[src/sv/iiee_pkg.sv]
package iiee_pkg;

    localparam int DataWidth = 32;
    localparam int KindWidth = 3;
    localparam int DefaultStackDepth = 16;

    localparam logic [KindWidth-1:0] KIND_NUM   = 3'd0;
    localparam logic [KindWidth-1:0] KIND_OPEN  = 3'd1;
    localparam logic [KindWidth-1:0] KIND_CLOSE = 3'd2;
    localparam logic [KindWidth-1:0] KIND_ADD   = 3'd3;
    localparam logic [KindWidth-1:0] KIND_SUB   = 3'd4;
    localparam logic [KindWidth-1:0] KIND_MUL   = 3'd5;
    localparam logic [KindWidth-1:0] KIND_DIV   = 3'd6;
    localparam logic [KindWidth-1:0] KIND_END   = 3'd7;

    // precedence class: open bracket lowest, then add/sub, then mul/div; other kinds zero
    function automatic logic [1:0] prec_of(input logic [KindWidth-1:0] kind);
        logic [1:0] p;
        case (kind)
            KIND_OPEN:            p = 2'd1;
            KIND_ADD, KIND_SUB:   p = 2'd2;
            KIND_MUL, KIND_DIV:   p = 2'd3;
            default:              p = 2'd0;
        endcase
        return p;
    endfunction

endpackage

[src/sv/infix_integer_expression_evaluator.sv]
// Infix integer expression evaluator.
// Input channel: token_kind / token_value with in_valid and in_stall. Tokens
// of one expression arrive in order; the end token closes the expression.
// Output channel: result_value / error_flag with out_valid and out_stall; one
// result per end token, zero value with error_flag set on any error.
// Both stacks live in synchronous memories with registered read data.
// A number or open bracket is handled as it is transferred. An operator or close
// bracket is transferred, then the top operator is read and a decision made, and
// each reduction adds its own steps (read operator, read two operands, compute, write
// back); a divide also runs the one-bit-per-cycle divider. An end token also reads
// the number stack after its reductions, and its result then goes to the output register.
// The next token is taken only when the previous one is done; a result waits
// in the output register while the next expression's tokens are accepted,
// and an end token is held off while that register is still full.
// Reset clears depths, the error latch and the output register; memory
// contents are left undefined and never read before written.
module infix_integer_expression_evaluator
    import iiee_pkg::*;
#(
    parameter int STACK_DEPTH = DefaultStackDepth
)
(
    input  logic                        clk,
    input  logic                        rst_n,
    input  logic                        in_valid,
    output logic                        in_stall,
    input  logic [KindWidth-1:0]        token_kind,
    input  logic signed [DataWidth-1:0] token_value,
    output logic                        out_valid,
    input  logic                        out_stall,
    output logic signed [DataWidth-1:0] result_value,
    output logic                        error_flag
);

    localparam int AW = (STACK_DEPTH > 1) ? $clog2(STACK_DEPTH) : 1;
    localparam int DW = $clog2(STACK_DEPTH + 1);
    localparam logic [DW-1:0] FULL = DW'(STACK_DEPTH);

    typedef enum logic [3:0] {
        S_IDLE, S_TOP, S_TOPW, S_DEC, S_RD1, S_RD2, S_RDW, S_EXEC,
        S_DIV, S_WB, S_FIN, S_FINW
    } state_t;

    logic [KindWidth-1:0] op_mem [STACK_DEPTH];
    logic [DataWidth-1:0] num_mem [STACK_DEPTH];

    state_t               state_reg;
    logic [DW-1:0]        op_depth_reg, num_depth_reg;
    logic                 err_reg;
    logic [KindWidth-1:0] kind_reg;
    logic [KindWidth-1:0] top_op_reg;
    logic [KindWidth-1:0] op_rd_reg;
    logic [DataWidth-1:0] num_rd_reg;
    logic [DataWidth-1:0] l_reg, r_reg, res_reg;
    logic                 out_valid_reg;
    logic [DataWidth-1:0] out_value_reg;
    logic                 out_err_reg;

    // divider
    logic [DataWidth-1:0] dq_reg, drem_reg, dmb_reg;
    logic [5:0]           dcnt_reg;
    logic                 dneg_reg;

    // memory ports
    logic                 op_we, num_we;
    logic [AW-1:0]        op_wa, op_ra, num_wa, num_ra;
    logic [KindWidth-1:0] op_wd;
    logic [DataWidth-1:0] num_wd;

    logic accept;
    assign in_stall = (state_reg != S_IDLE) || (token_kind == KIND_END && out_valid_reg);
    assign accept   = in_valid && !in_stall;

    assign out_valid    = out_valid_reg;
    assign result_value = out_value_reg;
    assign error_flag   = out_err_reg;

    always_ff @(posedge clk)
    begin
        if (op_we)
        begin
            op_mem[op_wa] <= op_wd;
        end
        if (num_we)
        begin
            num_mem[num_wa] <= num_wd;
        end
        op_rd_reg  <= op_mem[op_ra];
        num_rd_reg <= num_mem[num_ra];
    end

    logic [DataWidth-1:0] ma, mb, drem_sh, dsub;
    logic [DataWidth-1:0] prod;
    assign ma      = l_reg[DataWidth-1] ? (~l_reg + 1'b1) : l_reg;
    assign mb      = r_reg[DataWidth-1] ? (~r_reg + 1'b1) : r_reg;
    assign prod    = l_reg * r_reg;
    assign drem_sh = {drem_reg[DataWidth-2:0], dq_reg[DataWidth-1]};
    assign dsub    = drem_sh - dmb_reg;

    logic reduce_ok;
    assign reduce_ok = (op_depth_reg != '0) && (num_depth_reg >= DW'(2));

    always_comb
    begin
        op_we  = 1'b0;
        num_we = 1'b0;
        op_wa  = op_depth_reg[AW-1:0];
        op_wd  = kind_reg;
        num_wa = num_depth_reg[AW-1:0];
        num_wd = token_value;
        op_ra  = AW'(op_depth_reg - 1'b1);
        num_ra = AW'(num_depth_reg - 1'b1);
        case (state_reg)
            S_IDLE:
            begin
                if (accept && !err_reg)
                begin
                    if (token_kind == KIND_NUM && num_depth_reg < FULL)
                    begin
                        num_we = 1'b1;
                    end
                    if (token_kind == KIND_OPEN && op_depth_reg < FULL)
                    begin
                        op_we = 1'b1;
                        op_wd = KIND_OPEN;
                    end
                end
            end
            S_RD1:
            begin
                num_ra = AW'(num_depth_reg - 2'd2);
            end
            S_WB:
            begin
                num_we = 1'b1;
                num_wa = AW'(num_depth_reg - 2'd2);
                num_wd = res_reg;
            end
            S_DEC:
            begin
                op_we = (kind_reg != KIND_CLOSE) && (kind_reg != KIND_END) &&
                        (op_depth_reg < FULL) &&
                        !(op_depth_reg != '0 && prec_of(top_op_reg) >= prec_of(kind_reg));
            end
            default:
            begin
            end
        endcase
    end

    always_ff @(posedge clk or negedge rst_n)
    begin
        if (!rst_n)
        begin
            state_reg     <= S_IDLE;
            op_depth_reg  <= '0;
            num_depth_reg <= '0;
            err_reg       <= 1'b0;
            out_valid_reg <= 1'b0;
            out_err_reg   <= 1'b0;
            out_value_reg <= '0;
            kind_reg      <= KIND_NUM;
            top_op_reg    <= KIND_NUM;
            l_reg         <= '0;
            r_reg         <= '0;
            res_reg       <= '0;
            dq_reg        <= '0;
            drem_reg      <= '0;
            dmb_reg       <= '0;
            dcnt_reg      <= '0;
            dneg_reg      <= 1'b0;
        end
        else
        begin
            if (out_valid_reg && !out_stall)
            begin
                out_valid_reg <= 1'b0;
            end
            case (state_reg)
                S_IDLE:
                begin
                    if (accept)
                    begin
                        kind_reg <= token_kind;
                        if (token_kind == KIND_END)
                        begin
                            state_reg <= err_reg ? S_FIN : S_TOP;
                        end
                        else if (!err_reg)
                        begin
                            case (token_kind)
                                KIND_NUM:
                                begin
                                    if (num_depth_reg < FULL)
                                        num_depth_reg <= num_depth_reg + 1'b1;
                                    else
                                        err_reg <= 1'b1;
                                end
                                KIND_OPEN:
                                begin
                                    if (op_depth_reg < FULL)
                                        op_depth_reg <= op_depth_reg + 1'b1;
                                    else
                                        err_reg <= 1'b1;
                                end
                                default:
                                begin
                                    state_reg <= S_TOP;
                                end
                            endcase
                        end
                    end
                end
                S_TOP:
                begin
                    // op_ra addresses the top operator this cycle
                    state_reg <= S_TOPW;
                end
                S_TOPW:
                begin
                    top_op_reg <= op_rd_reg;
                    state_reg  <= S_DEC;
                end
                S_DEC:
                begin
                    state_reg <= S_IDLE;
                    case (kind_reg)
                        KIND_END:
                        begin
                            if (op_depth_reg == '0)
                            begin
                                state_reg <= S_FIN;
                            end
                            else if (!reduce_ok)
                            begin
                                err_reg   <= 1'b1;
                                state_reg <= S_FIN;
                            end
                            else
                            begin
                                state_reg <= S_RD1;
                            end
                        end
                        KIND_CLOSE:
                        begin
                            if (op_depth_reg == '0)
                                err_reg <= 1'b1;
                            else if (top_op_reg == KIND_OPEN)
                                op_depth_reg <= op_depth_reg - 1'b1;
                            else if (!reduce_ok)
                                err_reg <= 1'b1;
                            else
                                state_reg <= S_RD1;
                        end
                        default:
                        begin
                            if (op_depth_reg != '0 &&
                                prec_of(top_op_reg) >= prec_of(kind_reg))
                            begin
                                if (!reduce_ok)
                                    err_reg <= 1'b1;
                                else
                                    state_reg <= S_RD1;
                            end
                            else if (op_depth_reg < FULL)
                            begin
                                op_depth_reg <= op_depth_reg + 1'b1;
                            end
                            else
                            begin
                                err_reg <= 1'b1;
                            end
                        end
                    endcase
                end
                S_RD1:
                begin
                    // left operand arrives next cycle, right the cycle after
                    state_reg <= S_RD2;
                end
                S_RD2:
                begin
                    l_reg     <= num_rd_reg;
                    state_reg <= S_RDW;
                end
                S_RDW:
                begin
                    r_reg     <= num_rd_reg;
                    state_reg <= S_EXEC;
                end
                S_EXEC:
                begin
                    state_reg <= S_WB;
                    case (top_op_reg)
                        KIND_ADD: res_reg <= l_reg + r_reg;
                        KIND_SUB: res_reg <= l_reg - r_reg;
                        KIND_MUL: res_reg <= prod;
                        KIND_DIV:
                        begin
                            if (r_reg == '0)
                            begin
                                err_reg   <= 1'b1;
                                state_reg <= (kind_reg == KIND_END) ? S_FIN : S_IDLE;
                            end
                            else
                            begin
                                dq_reg    <= ma;
                                drem_reg  <= '0;
                                dmb_reg   <= mb;
                                dneg_reg  <= l_reg[DataWidth-1] ^ r_reg[DataWidth-1];
                                dcnt_reg  <= 6'(DataWidth);
                                state_reg <= S_DIV;
                            end
                        end
                        default:
                        begin
                            err_reg   <= 1'b1;
                            state_reg <= (kind_reg == KIND_END) ? S_FIN : S_IDLE;
                        end
                    endcase
                end
                S_DIV:
                begin
                    if (dcnt_reg == '0)
                    begin
                        res_reg   <= dneg_reg ? (~dq_reg + 1'b1) : dq_reg;
                        state_reg <= S_WB;
                    end
                    else
                    begin
                        dcnt_reg <= dcnt_reg - 1'b1;
                        if (drem_sh >= dmb_reg)
                        begin
                            drem_reg <= dsub;
                            dq_reg   <= {dq_reg[DataWidth-2:0], 1'b1};
                        end
                        else
                        begin
                            drem_reg <= drem_sh;
                            dq_reg   <= {dq_reg[DataWidth-2:0], 1'b0};
                        end
                    end
                end
                S_WB:
                begin
                    // pop operator and one number, then look at the new top
                    op_depth_reg  <= op_depth_reg - 1'b1;
                    num_depth_reg <= num_depth_reg - 1'b1;
                    state_reg     <= S_TOP;
                end
                S_FIN:
                begin
                    // read bottom of number stack
                    state_reg <= S_FINW;
                end
                S_FINW:
                begin
                    out_valid_reg <= 1'b1;
                    if (err_reg || num_depth_reg != DW'(1))
                    begin
                        out_err_reg   <= 1'b1;
                        out_value_reg <= '0;
                    end
                    else
                    begin
                        out_err_reg   <= 1'b0;
                        out_value_reg <= num_rd_reg;
                    end
                    op_depth_reg  <= '0;
                    num_depth_reg <= '0;
                    err_reg       <= 1'b0;
                    state_reg     <= S_IDLE;
                end
                default:
                begin
                    state_reg <= S_IDLE;
                end
            endcase
        end
    end

endmodule

[config.mk]
export PLATFORM = sky130hd
export DESIGN_NAME = infix_integer_expression_evaluator
export DESIGN_NICKNAME = d
export VERILOG_FILES = /design/src/sv/iiee_pkg.sv /design/src/sv/infix_integer_expression_evaluator.sv
export SDC_FILE = /design/constraint.sdc
export NUM_CORES = 2
export LEC_CHECK = 0
export BUFFER_PORTS_ARGS = -buffer_cell sky130_fd_sc_hd__clkbuf_2
export CORE_ASPECT_RATIO = 1.2
export CORE_UTILIZATION = 65
export CTS_CLUSTER_SIZE = 30
export DETAILED_ROUTE_END_ITERATION = 10
export PLACE_DENSITY = 0.93
export SETUP_SLACK_MARGIN = 0.1
export SLEW_MARGIN = 20
export SYNTH_ARGS = -nofsm -noshare
export SYNTH_HDL_FRONTEND = slang
export SYNTH_SLANG_ARGS = --single-unit
[constraint.sdc]
create_clock -name clk -period 9.7 [get_ports clk]
set_input_delay 0 -clock clk [delete_from_list [all_inputs] [get_ports clk]]
set_output_delay 0 -clock clk [all_outputs]
set_load 0.05 [all_outputs]
* After elaboration in Yosys (flattened, before gate mapping)
Memory sizes are Yosys's and may differ from the RTL's. A register that Yosys moved wholly into a read port is not among the register bits.
Cells that the tools add are included.
** Storage, ports and cells
- RAM bits :: 560
- Input bits :: 39
- Output and inout port bits :: 35
- Bits in latches :: 0
- Bits in registers :: 253
- Logic and storage cells :: 235
- Memory bits (read-only) :: 0
- Memories kept :: 2
** Operators by class
- Reduce and logical (&&, ||, !) cells :: 45
- Div/mod/pow operators :: 0
- Muxes and demuxes :: 97
- $mul :: 1
- $add $sub $neg :: 12
- Shifts and indexed selects :: 0
- Magnitude comparators :: 6
- Bitwise operators :: 5
- Equal/unequal tests :: 50
** Memories
- num_mem :: depth 16, bits a word 32, read ports 1, clocked after Yosys merged registers in 1, write ports 1, line infix_integer_expression_evaluator.sv:45 : logic [DataWidth-1:0] num_mem [STACK_DEPTH];
- op_mem :: depth 16, bits a word 3, read ports 1, clocked after Yosys merged registers in 1, write ports 1, line infix_integer_expression_evaluator.sv:44 : logic [KindWidth-1:0] op_mem [STACK_DEPTH];
** Operators by type and width (number)
- 2-to-1 mux 32 bit :: 9
- case mux 32 bit (2 select lines) :: 2
- 2-to-1 mux 31 bit :: 4
- adder 32 x 1 -> 32 bit, second input constant :: 3
- NOT 32 bit :: 3
- case mux 32 bit (3 select lines) :: 1
- 2-to-1 mux 5 bit :: 13
- case mux 31 bit (2 select lines) :: 1
- 2-to-1 mux 4 bit :: 13
- case mux 4 bit (11 select lines) :: 1
- adder 32 bit :: 1
- greater-or-equal comparator 32 bit :: 1
- logical NOT 32 bit :: 1
- multiplier 32 x 32 -> 32 bit :: 1
- subtractor 32 bit :: 1
- subtractor 31 bit :: 1
- == test 3 bit, second input constant :: 8
- 2-to-1 mux 1 bit :: 24
- != test 2 bit, second input constant :: 12
- != test 3 bit, second input constant :: 8
- case mux 5 bit (4 select lines) :: 1
- 2-to-1 mux 3 bit :: 6
- 2-to-1 mux 6 bit :: 3
- == test 4 x 3 -> 1 bit, second input constant :: 4
- 46 further kinds :: 94

* Logic depth before layout (Yosys ltp)
- Word-level depth :: 11
- Depth in mapped cells :: 30
- Mapped depth without buffers :: 27

* Least setup slack after synthesis
No wires, ideal clock.
- Kind :: register to register
- From :: register r_reg[8]
- To :: register res_reg[31]
- Library setup time :: 0.138 ns
- Required time :: 9.562 ns
- Data arrival time :: 6.998 ns
- Clock period less this slack :: 7.136 ns
- Path buffers :: 2
- Stages on the path, launching flop included :: 29
- Path slack :: 2.564 ns
- Cells stage by stage :: dfrtp_1 -> clkbuf_1 -> buf_1 -> nand2_1 -> fa_1 -> inv_1 -> fa_1 -> fa_1 -> inv_1 -> fa_1 -> inv_1 -> fa_1 -> inv_1 -> fa_1 -> inv_1 -> fa_1 -> fa_1 -> ha_1 -> and3_1 -> a221oi_1 -> a21oi_1 -> nor3_1 -> a21oi_1 -> a41oi_1 -> a21oi_1 -> xnor2_1 -> nand2_1 -> o21ai_0 -> o221ai_1
** On the way
- Word-level cells in the longest chain between the ends :: 3
- Elaborated cells on any way between the ends :: 5
- Classes of those cells :: add/sub (2); mul (1); mux (2)
** Ends and longest elaborated chain
- start: declaration :: line infix_integer_expression_evaluator.sv:54 : logic [DataWidth-1:0] l_reg, r_reg, res_reg;
- start signal: assignment :: line infix_integer_expression_evaluator.sv:288 : r_reg <= num_rd_reg;
- multiplier 32 x 32 -> 32 bit (tied with other cells) :: line infix_integer_expression_evaluator.sv:96 : assign prod = l_reg * r_reg;
- case mux 32 bit (3 select lines) * :: line infix_integer_expression_evaluator.sv:294 : case (top_op_reg)
- case mux 32 bit (2 select lines) * :: line infix_integer_expression_evaluator.sv:179 : case (state_reg)
- end signal: assignment :: line infix_integer_expression_evaluator.sv:295 : KIND_ADD: res_reg <= l_reg + r_reg;
- end signal: assignment :: line infix_integer_expression_evaluator.sv:296 : KIND_SUB: res_reg <= l_reg - r_reg;
- end signal: assignment :: line infix_integer_expression_evaluator.sv:297 : KIND_MUL: res_reg <= prod;
- end: declaration :: line infix_integer_expression_evaluator.sv:54
Mark *: on every way between the ends. The rest lies on a longest branch, timed or not.
A chain may end at the register's enable or synchronous reset.

* Worst setup path after layout
- From :: register r_reg[7]
- To :: register res_reg[27]
Same word-level chain as after synthesis.

==> out/qor.yml <==
status: "complete, but fails checks"
violations: "negative hold slack"
grt_remaining_overflow: 0
final_common_cell: "nand2_1"
synth.area.top_cells: "edfxtp_1 (30%), fa_1 (15%), dfrtp_1 (11%), mux4_2 (5.8%), ha_1 (4.7%)"
initial_utilization_pct: 65.8
cp_max_fo: 32
first_global_vias: 40917
top_regs: "num_mem (512), op_mem (48)"
slowest_stage: "dfrtp_1"
wl_per_cell_um: 26.6
post-route-drc-count: 0
cts_buffers: 82
worstPathRequired_ns: 10.23
finalSetupViolations: 0
path_clk_slew_ns: 0.07
die_h_um: 321
die_w_um: 268
finalHoldViolCount: 9
pin_count: 74
layout_common_cells: "nand2_1 (578), edfxtp_1 (560), inv_1 (445)"
synth-async-reset-ratio_pct: 29.8
fin_area_um2: 59500
antenna_found_initial: 3
rsz0062_at_grt: "false"
htree_levels: 3
drtAntennaViolNets: 0
grt_util_met1_pct: 45.0
synthesis.nets: 5422
synth_seq_cells: 848
dpl_cell_area_um2: 56700
hold_ws_ns: -0.0343
maxSlewViolCount: 0
startpoint_type: "flop"
synth_top_area_cell: "edfxtp_1"
grt_pass1_wl_um: 241000
place.port_buffers: 73
design.die.area_um2: 86000
max_stage_delay_ns: 1.15
use_met3_pct: 7.51
synth_cell_type_count: 80
drt_iter0_drc: 4891
fin_crit_sh_pct: 83.7
dp_hpwl_um: 104000
path_class: "flop to flop"
rows: 116
nFillCells: 5112
multiInputGateArea_um2: 28700
cts_tree: "yes"
place.gp.congestion: 1.01
first_pass_iters: 6
regArea_um2: 23900
grt.total_usage_pct: 37.6
top_usage_layer: "met2"
clock-sinks: 848
synth_top_area_share_pct: 30.5
min_period_ns: 8.12
synth_cells: 4766
tightest_slew_ns: 1.22
tns_ns: 0
postLayoutCoreUtil_pct: 71.0
skew_ns: 0.0423
avgSynthCellArea_um2: 11.6
synth_edf_count: 560
grt_max_degree: 124
synth_flop_cell: "edfxtp_1"
nets: 5395
cap_violations: 0
worstPathArrival_ns: 8.65
hold_path_class: "primary input to async pin"
synth_seq_area_share_pct: 43.2
fmax_mhz: 123
cp-end-kind: "flop"
area_delta_synth_final_pct: 7.86
relSlewSlack_pct: 18.4
cts_setup_buffers: 0
core_area_um2: 83700
insertion_delay_ns: 0.68
root_buffer: "clkbuf_16"
clock_tree.buffer_depth: 3
layout-drive-gt1-share_pct: 11.1
use_met2_pct: 61.3
largest_reg_flops: 512
drt-total-wl_um: 158000
viasPerCell: 6.63
cpMostUsedCell: "fa_1"
yosys_warnings: 0
syn_area_um2: 55100
via_count: 39324
regMostFlops: "num_mem"
[metrics by stage]
| step | setup slack [ns] | hold slack [ns] | std cells |
|---|---|---|---|
| 3_3_place_gp | 1.91 | 0.139 | 5761 |
| 6_report | 1.58 | -0.0343 | 5929 |
| 2_1_floorplan | 2.56 | -0.296 | 4766 |
| 4_1_cts | 1.71 | 0.00592 | 5926 |
| 5_1_grt | 1.25 | 0.0505 | 5927 |
| 3_5_place_dp | 1.76 | 0.153 | 5761 |
[Yosys cell counts (7+ instances only)]
library cell and number:
a211oi_1 50, a21o_1 36, a21oi_1 187, a22o_1 35
a31oi_1 15, and2_1 319, and3_1 9, buf_1 31
buf_2 7, clkbuf_1 241, dfrtp_1 253, dfxtp_1 35
edfxtp_1 560, fa_1 410, ha_1 207, inv_1 445
mux2_2 65, mux2i_1 59, mux4_2 143, nand2_1 578
nand2b_1 29, nand3_1 27, nand4_1 15, nor2_1 193
nor2b_1 54, nor3_1 44, nor4_1 9, o211ai_1 9
o21a_1 14, o21ai_0 197, o21bai_1 7, o22ai_1 11
o31ai_1 47, o41ai_1 12, or2_2 9, or3_1 22
or4_1 17, xnor2_1 147, xor2_1 122
[critical path, delay by kind of cell, from the launching register on]
| kind | cells | cell delay (ns) |
|---|---|---|
| fa+ha+maj | 9 | 4.27 |
| compound gates | 8 | 1.41 |
| flops | 1 | 1.15 |
| simple gates | 3 | 0.72 |
| buf+inv | 4 | 0.22 |
| xor+xnor | 1 | 0.18 |
[cell type report]
type                            instances  area share (%)
Multi-Input combinational cell       3188            48.3
Timing Repair Buffer                  174            2.01
Clock inverter                         31           0.591
Tap cell                             1121            2.36
Antenna cell                            2         0.00841
Inverter                              445            2.81
Sequential cell                       848            40.1
Clock buffer                          120            3.84
[routing by layer]
layer / share of wire [%] / wire, µm
met4: 7.7 / 12200
met2: 49 / 76400
met3: 11 / 16600
met5: 0.0083 / 13
met1: 33 / 52200
[final timing paths]
path,from,endpoint,slack (ns),cells past startpoint
setup / recovery,r_reg[7],res_reg[27],1.58,25
hold / removal,rst_n,result_value[7],-0.03,2
setup reg to reg,r_reg[7],res_reg[27],1.58,25
hold reg to reg,res_reg[22],res_reg[22],0.48,2
max in group asynchronous,rst_n,result_value[19],7.30,4
min in group clk,token_value[13],num_mem[14][13],0.05,3
[timing repair]
item	4_1_cts	5_1_grt
hold endpoints to repair	198	0
resized for setup	0	0
hold buffers	14	0
[cells by family (layout without fill, tap and decap cells)]
family          Yosys count  after routing  share of synthesized area [%]
mux                     267            267                           8.24
compound gates          687            687                           7.82
other cells               0              2                              0
fa+ha+maj               617            617                           19.6
xor+xnor                269            269                           4.27
buf+inv                 730            770                           5.06
flops                   848            848                           43.2
simple gates           1348           1348                           11.8
Power is left out: the tool's default activity adds up to more than one toggle a clock period on the data nets, which glitch-free logic cannot reach.
